**src/prd_pkg.sv**
```systemverilog
// Shared types and a helper function for the point-to-ray distance pipeline.
// No dependencies; every other file but prd_chk refers to this package by scoped names.
package prd_pkg;

  localparam int COORD_W        = 32;
  localparam int T_W            = 31;
  localparam int DIST_W         = 32;
  localparam int RAD_W          = 64;
  localparam int REM_W          = 35;
  localparam int ROOT_PER_STAGE = 2;
  localparam int ROOT_STAGES    = DIST_W / ROOT_PER_STAGE;

  // Side information that rides along with the radicand through the root stages.
  typedef struct packed {
    logic           sat;
    logic           behind;
    logic [T_W-1:0] ray_param;
  } side_t;

  typedef struct packed {
    logic              behind_origin;
    logic [T_W-1:0]    ray_param;
    logic [DIST_W-1:0] distance;
  } res_t;

  typedef struct packed {
    logic [REM_W-1:0]  rem;
    logic [DIST_W-1:0] root;
  } sq_st_t;

  // One digit of the restoring square root: bring down two radicand bits,
  // try to subtract 4*root+1 and shift the new root bit in.
  function automatic sq_st_t sqrt_step(sq_st_t a, logic [1:0] pair);
    logic [REM_W-1:0] r;
    logic [REM_W-1:0] trial;
    sq_st_t           o;
    r     = {a.rem[REM_W-3:0], pair};
    trial = {1'b0, a.root, 2'b01};
    if (r >= trial) begin
      o.rem  = r - trial;
      o.root = {a.root[DIST_W-2:0], 1'b1};
    end else begin
      o.rem  = r;
      o.root = {a.root[DIST_W-2:0], 1'b0};
    end
    return o;
  endfunction

endpackage

```
**src/prd_sqrt.sv**
```systemverilog
// Pipelined floor square root of a 64-bit radicand, two root bits per stage.
// Side information travels alongside. Uses prd_pkg.
module prd_sqrt (
  input  logic                          clk,
  input  logic                          rst_n,
  input  logic                          ce,
  input  logic                          in_valid,
  input  logic [prd_pkg::RAD_W-1:0]     radicand,
  input  prd_pkg::side_t                in_side,
  output logic                          out_valid,
  output logic [prd_pkg::DIST_W-1:0]    root,
  output prd_pkg::side_t                out_side
);

  localparam int NST = prd_pkg::ROOT_STAGES;
  localparam int PER = prd_pkg::ROOT_PER_STAGE;

  logic                      vld_r  [NST];
  logic [prd_pkg::RAD_W-1:0] rad_r  [NST];
  prd_pkg::sq_st_t           st_r   [NST];
  prd_pkg::side_t            side_r [NST];

  for (genvar s = 0; s < NST; s++) begin : g_stage
    logic                      vld_in;
    logic [prd_pkg::RAD_W-1:0] rad_in;
    prd_pkg::sq_st_t           st_in;
    prd_pkg::side_t            side_in;
    prd_pkg::sq_st_t           st_nxt;

    if (s == 0) begin : g_first
      assign vld_in  = in_valid;
      assign rad_in  = radicand;
      assign st_in   = '0;
      assign side_in = in_side;
    end else begin : g_next
      assign vld_in  = vld_r[s-1];
      assign rad_in  = rad_r[s-1];
      assign st_in   = st_r[s-1];
      assign side_in = side_r[s-1];
    end

    always_comb begin
      st_nxt = st_in;
      for (int k = 0; k < PER; k++) begin
        st_nxt = prd_pkg::sqrt_step(st_nxt, rad_in[prd_pkg::RAD_W-1-2*k -: 2]);
      end
    end

    always_ff @(posedge clk) begin
      if (!rst_n) begin
        vld_r[s] <= 1'b0;
      end else if (ce) begin
        vld_r[s] <= vld_in;
      end
    end

    always_ff @(posedge clk) begin
      if (ce) begin
        rad_r[s]  <= rad_in << (2 * PER);
        st_r[s]   <= st_nxt;
        side_r[s] <= side_in;
      end
    end
  end

  assign out_valid = vld_r[NST-1];
  assign root      = st_r[NST-1].root;
  assign out_side  = side_r[NST-1];

endmodule

```
**config.mk**
```make
export PLATFORM = sky130hd
export DESIGN_NAME = prd_sqrt
export DESIGN_NICKNAME = d
export VERILOG_FILES = /design/src/prd_pkg.sv /design/src/prd_sqrt.sv
export SDC_FILE = /design/constraint.sdc
export NUM_CORES = 2
export LEC_CHECK = 0
export BUFFER_PORTS_ARGS = -buffer_cell sky130_fd_sc_hd__clkbuf_2
export CORE_ASPECT_RATIO = 0.75
export CORE_MARGIN = 2
export CORE_UTILIZATION = 65
export DETAILED_ROUTE_END_ITERATION = 8
export PLACE_DENSITY_LB_ADDON = 0.15
export REMOVE_ABC_BUFFERS = 1
export SKIP_LAST_GASP = 1
export SLEW_MARGIN = 30
export SYNTH_ARGS = -nofsm -noshare
export SYNTH_HDL_FRONTEND = slang
export SYNTH_SLANG_ARGS = --single-unit
```
**constraint.sdc**
```tcl
create_clock -name clk -period 12.6 [get_ports clk]
set_clock_uncertainty 0.05 [all_clocks]
set_input_delay 0.63 -clock clk [delete_from_list [all_inputs] [get_ports clk]]
set_output_delay 0.63 -clock clk [all_outputs]
set_load 0.02 [all_outputs]
```
==> run_results.csv <==
group,metric,value,unit
run_status,status,"finished clean",
sta,setup-tns-final,0,ns
sta,rsz0062_at_grt,"no",
worst_setup_path,slowest_delay,0.88,ns
drt,highest-signal-layer,"met5",
die,coreArea,148000,sq um
placement,place_ws,4.70,ns
placement,dp_hpwl,176000,um
clock_tree,clkLatencyLatePin,0.84,ns
global_route,overflow,0,
clock_tree,htree_levels,4,
power,pwr-share-clk,23.3,%
final_layout,fin_cells,11000,
synth,synthDistinctLibCells,99,
global_route,antenna_found_initial,14,
drt,postRouteWirelength,249000,um
worst_setup_path,arrival,8.61,ns
run,maxCapViolCount,0,
sta,relSlewSlack,27.9,%
drt,vias,70500,
die,die_h,339,um
final_layout,synthToLayoutAreaGrowth,9.70,%
placement,port_buffers,166,
sta,setup_violations,0,
die,boundaryPins,167,
sta,finalHoldViolations,0,
sta,slew_violations,0,
sta,fin_crit_sh,64.2,%
placement,place_inst,10600,
placement,gp_congestion,0.982,
worst_setup_path,slowest_stage,"a2111oi_1",
clock_tree,cts_sinks,1769,
drt,viasPerCell,6.41,
final_layout,drive_gt1_share,7.47,%
power,power.density,208,nW/um^2
synth,yosysWarningCount,0,
clock_tree,cts-buffers-inserted,166,
synth,synth_ff_type,"edfxtp_1",
worst_setup_path,cp-start-kind,"flip-flop",
global_route,grt_pass1_wl,380000,um
drt,wl_per_cell,22.6,um
sta,setup_ws,4.51,ns
sta,fmax,124,MHz
drt,dr_wl_met3,24100,um
final_layout,final_common_cell,"edfxtp_1",
worst_setup_path,critical_path_class,"flip-flop to flip-flop",
power,peakVddDrop,0.203,mV
global_route,grt_max_degree,194,
clock_tree,clk_path_buf_depth,3,
clock_tree,post_cts_buffers,0,
power,switching_share,37.2,%
drt,drtPass1Iterations,7,
final_layout,mostFrequentLayoutCells,"1,768 x edfxtp_1, 681 x nor2_1, 649 x a21oi_1",
die,fp.dieArea,153000,sq um
worst_hold_path,worstHoldPathType,"input pin to flip-flop",
synth,synth_edf_count,1768,
drt,drt_iter0_markers,8697,
synth,postSynthAreaPerCell,11.2,sq um
drt,m1WireLength,105000,um
power,leakage,41.2,nW
power,pwr-share-comb,39.7,%
power,internal-power,0.0139,W
die,start_util,65.7,%
worst_setup_path,required,13.12,ns
synth,ys_ff_latch,1769,
worst_setup_path,cp-end-kind,"flip-flop",
drt,route.detailed.drc,0,
global_route,track_usage,31.8,%
sta,tightest_slew,1.05,ns
die,rows,122,
synth,netlist_instances,8638,
final_layout,final_nets,9521,
synth,synthArstFlopShare,0,%
clock_tree,cts_tree,"yes",
global_route,grt_pass1_vias,66700,
worst_setup_path,crit_fanout,54,
clock_tree,cts_root_buf,"clkbuf_16",
power,switching_power,0.00825,W
power,power_frac_seq,36.9,%
clock_tree,path_clk_slew,0.07,ns
drt,wl_met2,112000,um
die,die_w,450,um
drt,antenna_left,0,
sta,fin_crit,8.09,ns
synth,ys_seq_area_share,54.7,%
synth,syn_area,97200,sq um
[registers in the layout, summed over array words and instances, names as in the netlist]
| signal | count |
|---|---|
| vld_r | 16 |
| rad_r | 480 |
| side_r | 528 |
| st_r | 745 |
[metal layers]
metal	up-vias	GRT usage (%)
met2	3471	48.9
met4	6	9.86
met5	-	0
li1	32800	-
met1	33700	45.5
met3	478	6.63
[synthesized netlist by cell type (all sizes together), types with 48 or more instances]
cell | number | area share (%)
a211oi | 71 | 0.55
a21o | 247 | 1.9
a21oi | 649 | 3.3
a31oi | 75 | 0.48
and2 | 56 | 0.36
and3 | 100 | 0.64
clkbuf | 212 | 0.82
edfxtp | 1768 | 55
ha | 557 | 7.2
inv | 474 | 1.8
mux2 | 94 | 1.1
nand2 | 606 | 2.3
nand2b | 111 | 0.71
nand3 | 201 | 1.0
nand4 | 132 | 0.85
nor2 | 681 | 2.6
nor2b | 81 | 0.52
nor3 | 208 | 1.1
nor4 | 104 | 0.68
o211ai | 55 | 0.42
o21a | 78 | 0.60
o21ai | 450 | 2.3
o21bai | 60 | 0.46
o31ai | 67 | 0.52
or2 | 50 | 0.32
or3 | 96 | 0.62
or4 | 48 | 0.37
xnor2 | 459 | 4.1
xor2 | 289 | 2.6
[cell families after synthesis]
kind of cell | Yosys count | share of synthesized area [%]
xor gates and xnor gates | 748 | 6.74
other | 1 | 0.00386
muxes | 118 | 1.34
and+or+nand+nor | 2642 | 13.7
adders and majority gates | 557 | 7.17
buffers and inverters | 732 | 2.86
AOI/OAI and AO/OA | 2071 | 13.5
DFF | 1769 | 54.7
[final timing paths]
check,from,to,slack (ns),cells past startpoint
max,st_r[1][336],st_r[1][464],4.51,25
max reg2reg,st_r[1][336],st_r[1][464],4.51,25
min reg2reg,side_r[1][26],side_r[1][59],0.34,0
min,radicand[63],st_r[0][1],0.10,2
[power by group through the flow]
stage	Sequential, W	Clock (W)	Combinational, W
after floorplan	0.00803	0	0.00633
after global placement	0.00823	0	0.00827
after detailed placement	0.00827	0	0.00840
after CTS	0.00816	0.00524	0.00858
after global routing	0.00824	0.00546	0.00959
final	0.00818	0.00517	0.00881
[worst max-delay path: cells and delay by family, from the launching register on]
kind	cells	cell delay, ns
AOI/OAI and AO/OA	8	2.83
adders and majority gates	2	0.72
buffers and inverters	6	1.95
and+or+nand+nor	7	1.08
DFF	1	0.40
muxes	2	0.75
[per-stage QoR]
stage | hold slack (ns) | total power, W | utilization [%] | instance area (sq um)
2_1_floorplan | 0.350 | 0.0144 | - | 96200
3_3_place_gp | 0.350 | 0.0165 | 67.6 | 100000
3_5_place_dp | 0.355 | 0.0167 | 67.6 | 100000
4_1_cts | 0.0179 | 0.0220 | 72.0 | 106000
5_1_grt | 0.0705 | 0.0233 | 72.1 | 107000
6_report | 0.101 | 0.0222 | 72.1 | 107000
[final cells by class]
| cell class | instances | area [sq um] |
|---|---|---|
| Antenna cell | 7 | 17.5 |
| Clock buffer | 190 | 4270 |
| Clock inverter | 117 | 1290 |
| Fill cell | 10100 | 41300 |
| Inverter | 480 | 1800 |
| Multi-Input combinational cell | 6139 | 41400 |
| Sequential cell | 1769 | 53100 |
| Tap cell | 1984 | 2480 |
| Timing Repair Buffer | 307 | 2260 |
[repair_timing]
item / CTS / global route
gates resized for setup: 0 / 0
hold endpoints to repair: 93 / 0
hold buffers: 93 / 0
Power figures use the tool's default switching activity.
