**config.mk**
```make
export PLATFORM = sky130hd
export DESIGN_NAME = prd_skid
export DESIGN_NICKNAME = d
export VERILOG_FILES = /design/src/prd_pkg.sv /design/src/prd_skid.sv
export SDC_FILE = /design/constraint.sdc
export NUM_CORES = 1
export LEC_CHECK = 0
export ABC_AREA = 0
export CELL_PAD_IN_SITES_DETAIL_PLACEMENT = 1
export CELL_PAD_IN_SITES_GLOBAL_PLACEMENT = 2
export CORE_MARGIN = 3
export CORE_UTILIZATION = 45
export DETAILED_ROUTE_END_ITERATION = 12
export DONT_BUFFER_PORTS = 1
export GPL_TIMING_DRIVEN = 0
export MAX_ROUTING_LAYER = met4
export PLACE_DENSITY = 0.82
export SLEW_MARGIN = 10
export SYNTH_ARGS = -nofsm -noshare
export SYNTH_HDL_FRONTEND = slang
export SYNTH_SLANG_ARGS = --single-unit
```
**constraint.sdc**
```tcl
create_clock -name clk -period 10 [get_ports clk]
set_clock_uncertainty 0.05 [all_clocks]
set_input_delay 0 -clock clk [delete_from_list [all_inputs] [get_ports clk]]
set_output_delay 0 -clock clk [all_outputs]
set_load 0.05 [all_outputs]
```
**src/prd_pkg.sv**
```systemverilog
// Shared types and a helper function for the point-to-ray distance pipeline.
// No dependencies; every other file but prd_chk refers to this package by scoped names.
package prd_pkg;

  localparam int COORD_W        = 32;
  localparam int T_W            = 31;
  localparam int DIST_W         = 32;
  localparam int RAD_W          = 64;
  localparam int REM_W          = 35;
  localparam int ROOT_PER_STAGE = 2;
  localparam int ROOT_STAGES    = DIST_W / ROOT_PER_STAGE;

  // Side information that rides along with the radicand through the root stages.
  typedef struct packed {
    logic           sat;
    logic           behind;
    logic [T_W-1:0] ray_param;
  } side_t;

  typedef struct packed {
    logic              behind_origin;
    logic [T_W-1:0]    ray_param;
    logic [DIST_W-1:0] distance;
  } res_t;

  typedef struct packed {
    logic [REM_W-1:0]  rem;
    logic [DIST_W-1:0] root;
  } sq_st_t;

  // One digit of the restoring square root: bring down two radicand bits,
  // try to subtract 4*root+1 and shift the new root bit in.
  function automatic sq_st_t sqrt_step(sq_st_t a, logic [1:0] pair);
    logic [REM_W-1:0] r;
    logic [REM_W-1:0] trial;
    sq_st_t           o;
    r     = {a.rem[REM_W-3:0], pair};
    trial = {1'b0, a.root, 2'b01};
    if (r >= trial) begin
      o.rem  = r - trial;
      o.root = {a.root[DIST_W-2:0], 1'b1};
    end else begin
      o.rem  = r;
      o.root = {a.root[DIST_W-2:0], 1'b0};
    end
    return o;
  endfunction

endpackage

```
**src/prd_skid.sv**
```systemverilog
// Output register with one skid entry; it frees the pipeline from the
// receiver's ready. Uses prd_pkg for the result type.
module prd_skid (
  input  logic           clk,
  input  logic           rst_n,
  input  logic           in_valid,
  input  prd_pkg::res_t  in_res,
  output logic           ce,
  output logic           out_valid,
  input  logic           out_ready,
  output prd_pkg::res_t  out_res
);

  logic          out_v_r, skid_v_r;
  prd_pkg::res_t out_r, skid_r;
  logic          out_v_nxt, skid_v_nxt;
  prd_pkg::res_t out_nxt, skid_nxt;
  logic          take;

  assign ce = !skid_v_r;

  always_comb begin
    take       = out_ready || !out_v_r;
    out_v_nxt  = out_v_r;
    skid_v_nxt = skid_v_r;
    out_nxt    = out_r;
    skid_nxt   = skid_r;
    if (take) begin
      if (skid_v_r) begin
        out_nxt    = skid_r;
        out_v_nxt  = 1'b1;
        skid_v_nxt = 1'b0;
      end else begin
        out_nxt   = in_res;
        out_v_nxt = in_valid;
      end
    end else if (in_valid && ce) begin
      // The held result is still waiting, so park the new one beside it.
      skid_nxt   = in_res;
      skid_v_nxt = 1'b1;
    end
  end

  always_ff @(posedge clk) begin
    if (!rst_n) begin
      out_v_r  <= 1'b0;
      skid_v_r <= 1'b0;
    end else begin
      out_v_r  <= out_v_nxt;
      skid_v_r <= skid_v_nxt;
    end
  end

  always_ff @(posedge clk) begin
    out_r  <= out_nxt;
    skid_r <= skid_nxt;
  end

  assign out_valid = out_v_r;
  assign out_res   = out_r;

endmodule

```
==> results.md, run 1 <==
Run status:
- The flow ran to the end, and the final reports show no timing, DRC or antenna violations.

Synthesis:
- The sequential share of the synthesized area is 82.60%.
- For this run, the leading register cell type out of synthesis is edfxtp_1.
- The portion of netlist area occupied by mux cells is 15.33%.
- The cell count after synthesis came out at 207.
- Of all flip-flops after synthesis, the portion carrying an async set or reset was 0%.
- By instance count, the leading cell after synthesis is edfxtp_1.
- In this run the biggest area consumer among cell types represents 81.75% of the synthesized area.
- The average cell area after synthesis is 22.72 µm².
- The number of flops mapped to enable cells by yosys is 128.
- The synthesized-area fraction occupied by ao, oa, aoi and oai cells is 0.1597%.
- The count of state elements after synthesis is 130.
- The basic-gate share of the synthesized area counting and, or, nand and nor cells is 0.6386%.
- The number of nets in the synthesized netlist is 275.
- The synthesized design spends more area on one cell type than any other, namely edfxtp_1.
- The arithmetic-cell share of the synthesized area counting full adders, half adders and majority gates is 0%.
- The number of distinct library cell variants in the gate-level netlist after synthesis is 12.
- After synthesis, the largest family of logic cells by area is multiplexers.
- Counting instances in the post-synthesis netlist gives the leading cell types as edfxtp_1, mux2_2, buf_2, buf_6, dfxtp_1.
- The synthesized area is 4702 µm².
- Of the total synthesized cell area, the portion taken by XOR and XNOR cells is 0%.
- By area the synthesized netlist is led by edfxtp_1, mux2_2, dfxtp_1.
- For this run, the number of Yosys warnings is 0.

Final layout:
- The ratio of cells with drive above 1 in the final layout is 35.67%.
- The filler cell count is 824.
- The layout overhead on the synthesized area is 32.62%.
- After the last flow step, the layout net total stands at 370.
- The number of antenna diodes in the final layout is 0.

Die:
- The floorplan has 36 rows.
- In this run the standard cell core region covers 9955 µm².
- The die is 108.2 µm tall.
- The die boundary width is 108.2 µm.
- The initial utilization of the core area, before any placement, comes to 47.23%.
- The die area is 11,710 µm².
- The I/O pin total is 134.

Global routing:
- In the global route stage, met1 resource usage came out at 20.68%.
- The number of global-route vias before repair was 2,402.
- The busiest layer in global routing is met2.
- The routing usage on met3 is 6.388%.
- The initial antenna violation count was 0.
- For this run, the total global-route usage over all layers was measured as 18.06%.
- The global routing met2 resource utilization is 29.57%.
- The first-pass GRT wire length is 14.55 mm.
- Entering global routing, the biggest net connects 49 pins.
- For this run the aggregate overflow at the end of global routing stands at 0.

Power and ir drop:
- Combinational logic is responsible for 4.3% of the overall power.
- Per report_power, the clock group accounts for 43.7% of the total.
- The share of power burned in registers is 52.0%.
- The switching fraction of total power is 24.22%.
- Internal power comes to 0.001044 W.
- The maximum ir drop on the vdd rail is 0.08775 mV.
- The leakage component of the power is 2.173 nW.
- For this design the ratio of total power to cell area is 220.9 nW/µm².
- For this design the total switching power over the nets is 0.0003336 W.

Worst setup path:
- The worst setup path is of the reg2reg kind.
- In this run the worst path has a maximum fanout of 48.
- The signal on the critical path passes through nand2b_4 > buf_16 > nor3b_2 > buf_6 > buf_6 > buf_4.
- STA classifies the critical path startpoint as a register.
- The slack of the worst reg-to-reg path is 7.13 ns.
- The cell type group with the largest total delay on the critical path is simple AND/OR/NAND/NOR gates.
- The most common cell type on the critical path is buf_6.
- The worst path buffer plus inverter count is 4.
- On the critical path, the stage with the largest delay is an instance of dfxtp_1.
- At the worst endpoint, the required time is 10.17 ns.
- The data arrival time of the critical path is 3.04 ns.
- The nature of the critical path endpoint is a register.
- The largest stage delay on the critical path is 0.70 ns.

Route:
- In the final routed layout, each cell accounts on average for 21.89 µm.
- The final layout contains routed wiring with a total length of 9.787 mm.
- The count of unresolved DRC violations after routing is 0.
- The first routing iteration left 121 violations.
- The detail-routed via count per cell is 5.076.
- The first detailed-routing pass took 4 iterations.
- Once detail routing completed, the nets flagged for antenna violations numbered 0.
- Across all layers, the routed design uses 2,269 vias.

STA:
- The period utilization is 28.74%.
- The smallest clock period supported by the final layout is computed as 2.874 ns.
- The final worst hold slack is 0.09351 ns.
- The tightest slew margin relative to the limit is 55.86%.
- At the pin with the least slew margin, the transition time is 0.6592 ns.
- Setup violations remaining at the end of the flow were counted as 0.
- The number of hold violations in the final report is 0.
- The sum of negative setup slack is 0 ns.
- The max-slew violation count is 0.
- Derived from the worst setup path, the maximum achievable clock frequency is 348.0 MHz.
- Setup repair after global routing left no endpoint under its margin.

CTS:
- The number of setup buffers added after CTS is 0.
- The tree is rooted in a clkbuf_8.
- Counting the buffers created by CTS gives 17.
- At the later pin of the worst-skew pair, clock insertion delay measures 0.51 ns.
- The CTS clock-pin slew for the worst setup and hold paths is 0.06 ns.
- The count of hold-fix buffers inserted at cts is 68.
- The H-tree was split into 4 levels.
- The worst-case clock buffer depth is 2.
- In this run, post-CTS repair resized a total of 0 instances.
- TritonCTS built the clock tree.
- For this design, the sink count on the clock tree is 130.

Placed design:
- In this run the tool buffered the top-level ports with 0 buffer cells.
- The total half-perimeter wirelength after legalization and detailed placement is 6.207 mm.
- The routability-driven placement congestion ratio is 0.6666.

Hold path:
- The path class of the tightest hold or removal check is in2reg.

Run:
- The reported max-cap violation count is 0.
## placed cells by master (no fill, tap or decap), drive strengths merged
cell	netlist	final
a21boi	1	1
buf	7	15
bufinv	0	3
clkbuf	0	17
clkinv	0	9
clkinvlp	0	1
dfxtp	2	2
dlygate4sd3	0	68
edfxtp	128	128
inv	1	2
mux2	64	64
nand2b	1	1
nor2	1	1
nor3b	2	2
## area by class of cell
cell class	count	area, µm²	share of cell area [%]
inverters	1	3.754	0.06019
plain buffers	7	56.30	0.9029
clock inverters	14	165.2	2.648
clock buffers	17	414.1	6.641
well taps	133	166.4	2.669
multi-input cells	69	770.7	12.36
flip-flops and latches	130	3884	62.28
repair buffers	76	775.7	12.44
## power groups by stage
stage | Clock, W | Combinational (W) | Sequential [W]
floorplan | 0 | 0.0000240 | 0.000723
global placement | 0 | 0.0000284 | 0.000730
detailed placement | 0 | 0.0000341 | 0.000727
CTS | 0.000615 | 0.0000601 | 0.000717
global route | 0.000642 | 0.0000650 | 0.000718
finish | 0.000602 | 0.0000594 | 0.000716
## worst paths after layout
path	end	cells after the start	start
setup / recovery	skid_r[53]	6	out_valid
hold / removal	skid_r[30]	1	in_res[30]
setup reg to reg	skid_r[53]	6	out_valid
hold reg to reg	out_res[6]	1	skid_r[6]
## through the flow
| stage | total power, W | cell area [µm²] | setup WS [ns] | cells | util (%) |
|---|---|---|---|---|---|
| 2_1_floorplan | 0.0007474 | 4702 | 2.288 | 207 | - |
| 3_3_place_gp | 0.0007580 | 4868 | -1.174 | 340 | 48.91 |
| 3_5_place_dp | 0.0007616 | 4976 | 7.033 | 348 | 49.99 |
| 4_1_cts | 0.001391 | 6236 | 7.040 | 447 | 62.64 |
| 5_1_grt | 0.001425 | 6236 | 6.887 | 447 | 62.64 |
| 6_report | 0.001378 | 6236 | 7.126 | 447 | 62.64 |
## registers in the layout, summed over array words and instances, names as in the netlist
register	cells
out_res	64
skid_r	64
out_valid	1
skid_v_r	1
## cells by family after synthesis
| family | Yosys count |
|---|---|
| compound gates | 1 |
| flops | 130 |
| simple gates | 4 |
| mux | 64 |
| buf+inv | 8 |
## per-layer routing
metal / share of wire [%] / up-vias / routed length [µm]
li1: - / 1024 / -
met1: 40 / 1138 / 3898
met2: 53 / 92 / 5168
met3: 5.9 / 15 / 579
met4: 1.4 / 0 / 140
met5: 0 / - / 0
No activity file was read; power rests on OpenSTA's default activity.
==> run 2, diff against run 1 <==
ABC_AREA = 1   (was 0)
CORE_UTILIZATION = 41   (was 45)
PLACE_DENSITY = 0.83   (was 0.82)
clock period = 2.9 ns   (was 10 ns; I/O delays follow)
==> run 2 against run 1 <==
  * Combinational power increased to 3.6 times the previous value
  * Core utilization decreased by 6.2 points
  * Critical path depth decreased by 2
  * Sequential cell count unchanged
  * Cell count increased by 32%
  * First-iteration DRC count increased by 86%
  * Area after synthesis increased by 0.51%
  * Hold slack improved by 0.099 ns
  * Clock-buffer cell count increased by 1
  * Critical endpoint is now skid_r[7]
  * Highest routed layer unchanged
==> results.md, run 2 <==
Final layout:
- In the final layout, the share of cells above drive strength 1 is 10.67%.
- The library cell used most frequently in the layout, excluding fill and tap cells, is nand2_1.
- The sequential standard cell area is 3884 µm².
- The filler cell count is 1,082.
- The library cells used most frequently in the layout, excluding fill and tap cells, are nand2_1, edfxtp_1, dlygate4sd3_1, clkbuf_16, buf_2.
- The post-layout utilization of the core is 56.40%.
- The layout overhead on the synthesized area is 31.64%.
- The multi-input combinational cells in the finished layout cover a total of 783.3 µm².
- The final net count is 505.

Die:
- The initial core utilization is 42.84%.
- The die is 113.4 µm tall.
- The region available for standard cell placement spans 11,030 µm².
- The die boundary width is 113.4 µm.
- The number of placement rows is 38.
- Pin placement for this block handled 134 I/O pins.
- The die area is 12,850 µm².

Synthesis:
- Synthesis produced a netlist with a net count of 414.
- The portion of synthesized cell area occupied by the leading cell type is 81.33%.
- A synthesized cell averages 13.66 µm².
- The synthesized area is 4726 µm².
- The gate count of the mapped netlist is 346.
- In this run, synthesis produced a sequential element count of 130.
- Counting flops with an async set or reset pin after synthesis yields a share of 0%.
- The netlist uses 11 different library cells.
- The yosys synthesis warning count is 0.
- Counting instances in the post-synthesis netlist gives the leading cell types as nand2_1, edfxtp_1, buf_2, buf_4, nor2_1.
- Among all flip-flop cells after synthesis, the most frequent one is edfxtp_1.
- The biggest area contributor in the post-synthesis netlist is edfxtp_1.
- By area the synthesized netlist is led by edfxtp_1, nand2_1, buf_2.
- The sequential share of the synthesized area is 82.18%.
- The most frequent cell after synthesis is nand2_1.
- The number of flops mapped to enable cells by yosys is 128.

Route:
- The count of TritonRoute iterations in the first routing pass is 5.
- In the routed design, unresolved DRC markers number 0.
- In the final routed layout, each cell accounts on average for 18.51 µm.
- The detail-routed via count per cell is 4.880.
- Detailed routing inserted a total of 2,889 vias.
- The final layout contains routed wiring with a total length of 10.96 mm.
- The detailed router finished its first iteration with 225 violations.
- The count of antenna-violating nets left after detailed routing is 0.

Placed design:
- The congestion estimate from routability-driven global placement came to 0.7416.
- The total half-perimeter wirelength after legalization and detailed placement is 6.428 mm.
- During placement, the flow inserted port buffers numbering 0.

CTS:
- Buffers added to address setup during post-CTS repair amount to 0.
- The H-tree generated during clock tree synthesis spans 4 levels.
- Counting every sink on the clock net gives 130.
- Clock-pin slew was measured on the worst setup and hold paths at 0.06 ns.
- The clock latency of the later-clocked register in the worst-skew pair is 0.41 ns.
- The number of CTS-inserted buffers is 17.
- In this run the clock root is driven by a clkbuf_16.
- TritonCTS built the clock tree.
- The worst-case clock buffer depth is 2.

Worst setup path:
- By startpoint and endpoint, the worst setup path is classified as reg2reg.
- The required time of the critical path is 2.96 ns.
- The nature of the critical path endpoint is a register.
- The worst setup path is launched from a register.
- The number of cells on the worst reg-to-reg path is 4.
- In this run the worst path has a maximum fanout of 66.
- The data arrival time of the critical path is 2.62 ns.

Global routing:
- The maximum number of pins on one net before global-route repair is 67.
- Summed over all layers, the global routing overflow is 0.
- The initial antenna violation count was 2.
- The total routing resource utilization after global routing is 18.92%.
- The number of global-route vias before repair was 3,246.
- The first-pass GRT wire length is 17.67 mm.

Power and ir drop:
- The ratio of total power to cell area is 752.5 nW/µm².
- Overall power consumption after layout is estimated at 0.004681 W.
- The maximum ir drop on the vdd rail is 0.3712 mV.
- For this design the static power due to leakage is 2.442 nW.

Hold path:
- The cell depth of the worst min-delay path is 1.
- The tightest min-delay check is of the in2reg type.

STA:
- Setup violations remaining at the end of the flow were counted as 0.
- The number of hold violations in the final report came to 0.
- Setup repair after global routing left no endpoint under its margin.
- The worst path in the final design needs a cycle of 2.563 ns, including I/O delays and setup.
- The max-slew violation count was 0.
- The actual transition at the worst max-transition pin is 0.9967 ns.
- Headroom to the max-slew limit came out at 33.55%.
- The period utilization is 88.38%.
- Timing would allow up to 390.2 MHz.

Run status:
- The run finished with clean final reports.

Run:
- Across the run, the number of max-cap violations was 0.
run 2: cell count changes after synthesis, moves of 2 or more:
cell	change
nand2_1	+195
mux2_2	-64
buf_2	+5
buf_4	+4
buf_6	-3
nor2_1	+2
run 2: per-stage QoR:
| stage | TNS [ns] | instances | hold slack (ns) | instance area (µm²) | setup slack [ns] |
|---|---|---|---|---|---|
| 6_report | 0 | 592 | 0.1924 | 6221 | 0.3370 |
| 5_1_grt | 0 | 592 | 0.1759 | 6221 | 0.1775 |
| 4_1_cts | 0 | 590 | 0.1675 | 6207 | 0.04957 |
| 3_5_place_dp | -3.594 | 488 | 0.04895 | 4964 | -0.1396 |
| 3_3_place_gp | -40.79 | 486 | 0.04897 | 4916 | -0.6388 |
| 2_1_floorplan | 0 | 346 | 0.04887 | 4741 | 0.1598 |
run 2: where the power goes:
group          total (W)  internal [W]  switching (W)
clock network    0.00195       0.00117       0.000785
registers        0.00252       0.00220       0.000321
logic           0.000212     0.0000970       0.000115
total            0.00468       0.00346        0.00122
run 2: layout make-up:
class | instances | area share [%]
buffer | 14 | 1.307
clock buffer | 18 | 6.899
tap | 140 | 2.816
timing repair buffer | 71 | 11.87
clock inverter | 14 | 1.891
multi-input combinational | 201 | 12.59
sequential | 130 | 62.43
inverter | 2 | 0.1207
antenna | 2 | 0.08045
run 2: cells by family (layout without fill, tap and decap cells):
logic type	after synthesis	in the layout	share of synthesized area (%)
AND/OR/NAND/NOR	199	200	15.83
buffers and inverters	16	119	1.880
AO/OA/AOI/OAI	1	1	0.1058
other	0	2	0
flip-flops	130	130	82.18
run 2: worst paths after layout:
path	startpoint	end	slack, ns
setup reg to reg	out_valid	skid_r[7]	0.34
hold / removal	in_res[60]	skid_r[60]	0.19
setup / recovery	out_valid	skid_r[7]	0.34
hold reg to reg	skid_r[62]	out_res[62]	0.47
run 2: what timing repair did:
action                                 4_1_cts  5_1_grt
cloned                                       1        0
endpoints found under the hold margin      139        0
hold buffers                                69        0
pin swaps                                    1        0
resized for setup                            0        1
setup endpoints to repair                   26       26
run 2: metal layers:
metal / GRT usage [%] / share of wire (%) / up-vias
met5: - / 0 / -
met4: 8.494 / 1.9 / 0
met3: 7.219 / 6.4 / 19
met2: 29.34 / 51 / 107
met1: 21.96 / 40 / 1400
li1: - / - / 1363
run 2: critical path: stages, from the launching register on:
cell and delay, ns:
dfxtp_1 0.79, nand2_8 0.46, nor2_4 0.51, buf_16 0.23, buf_12 0.20
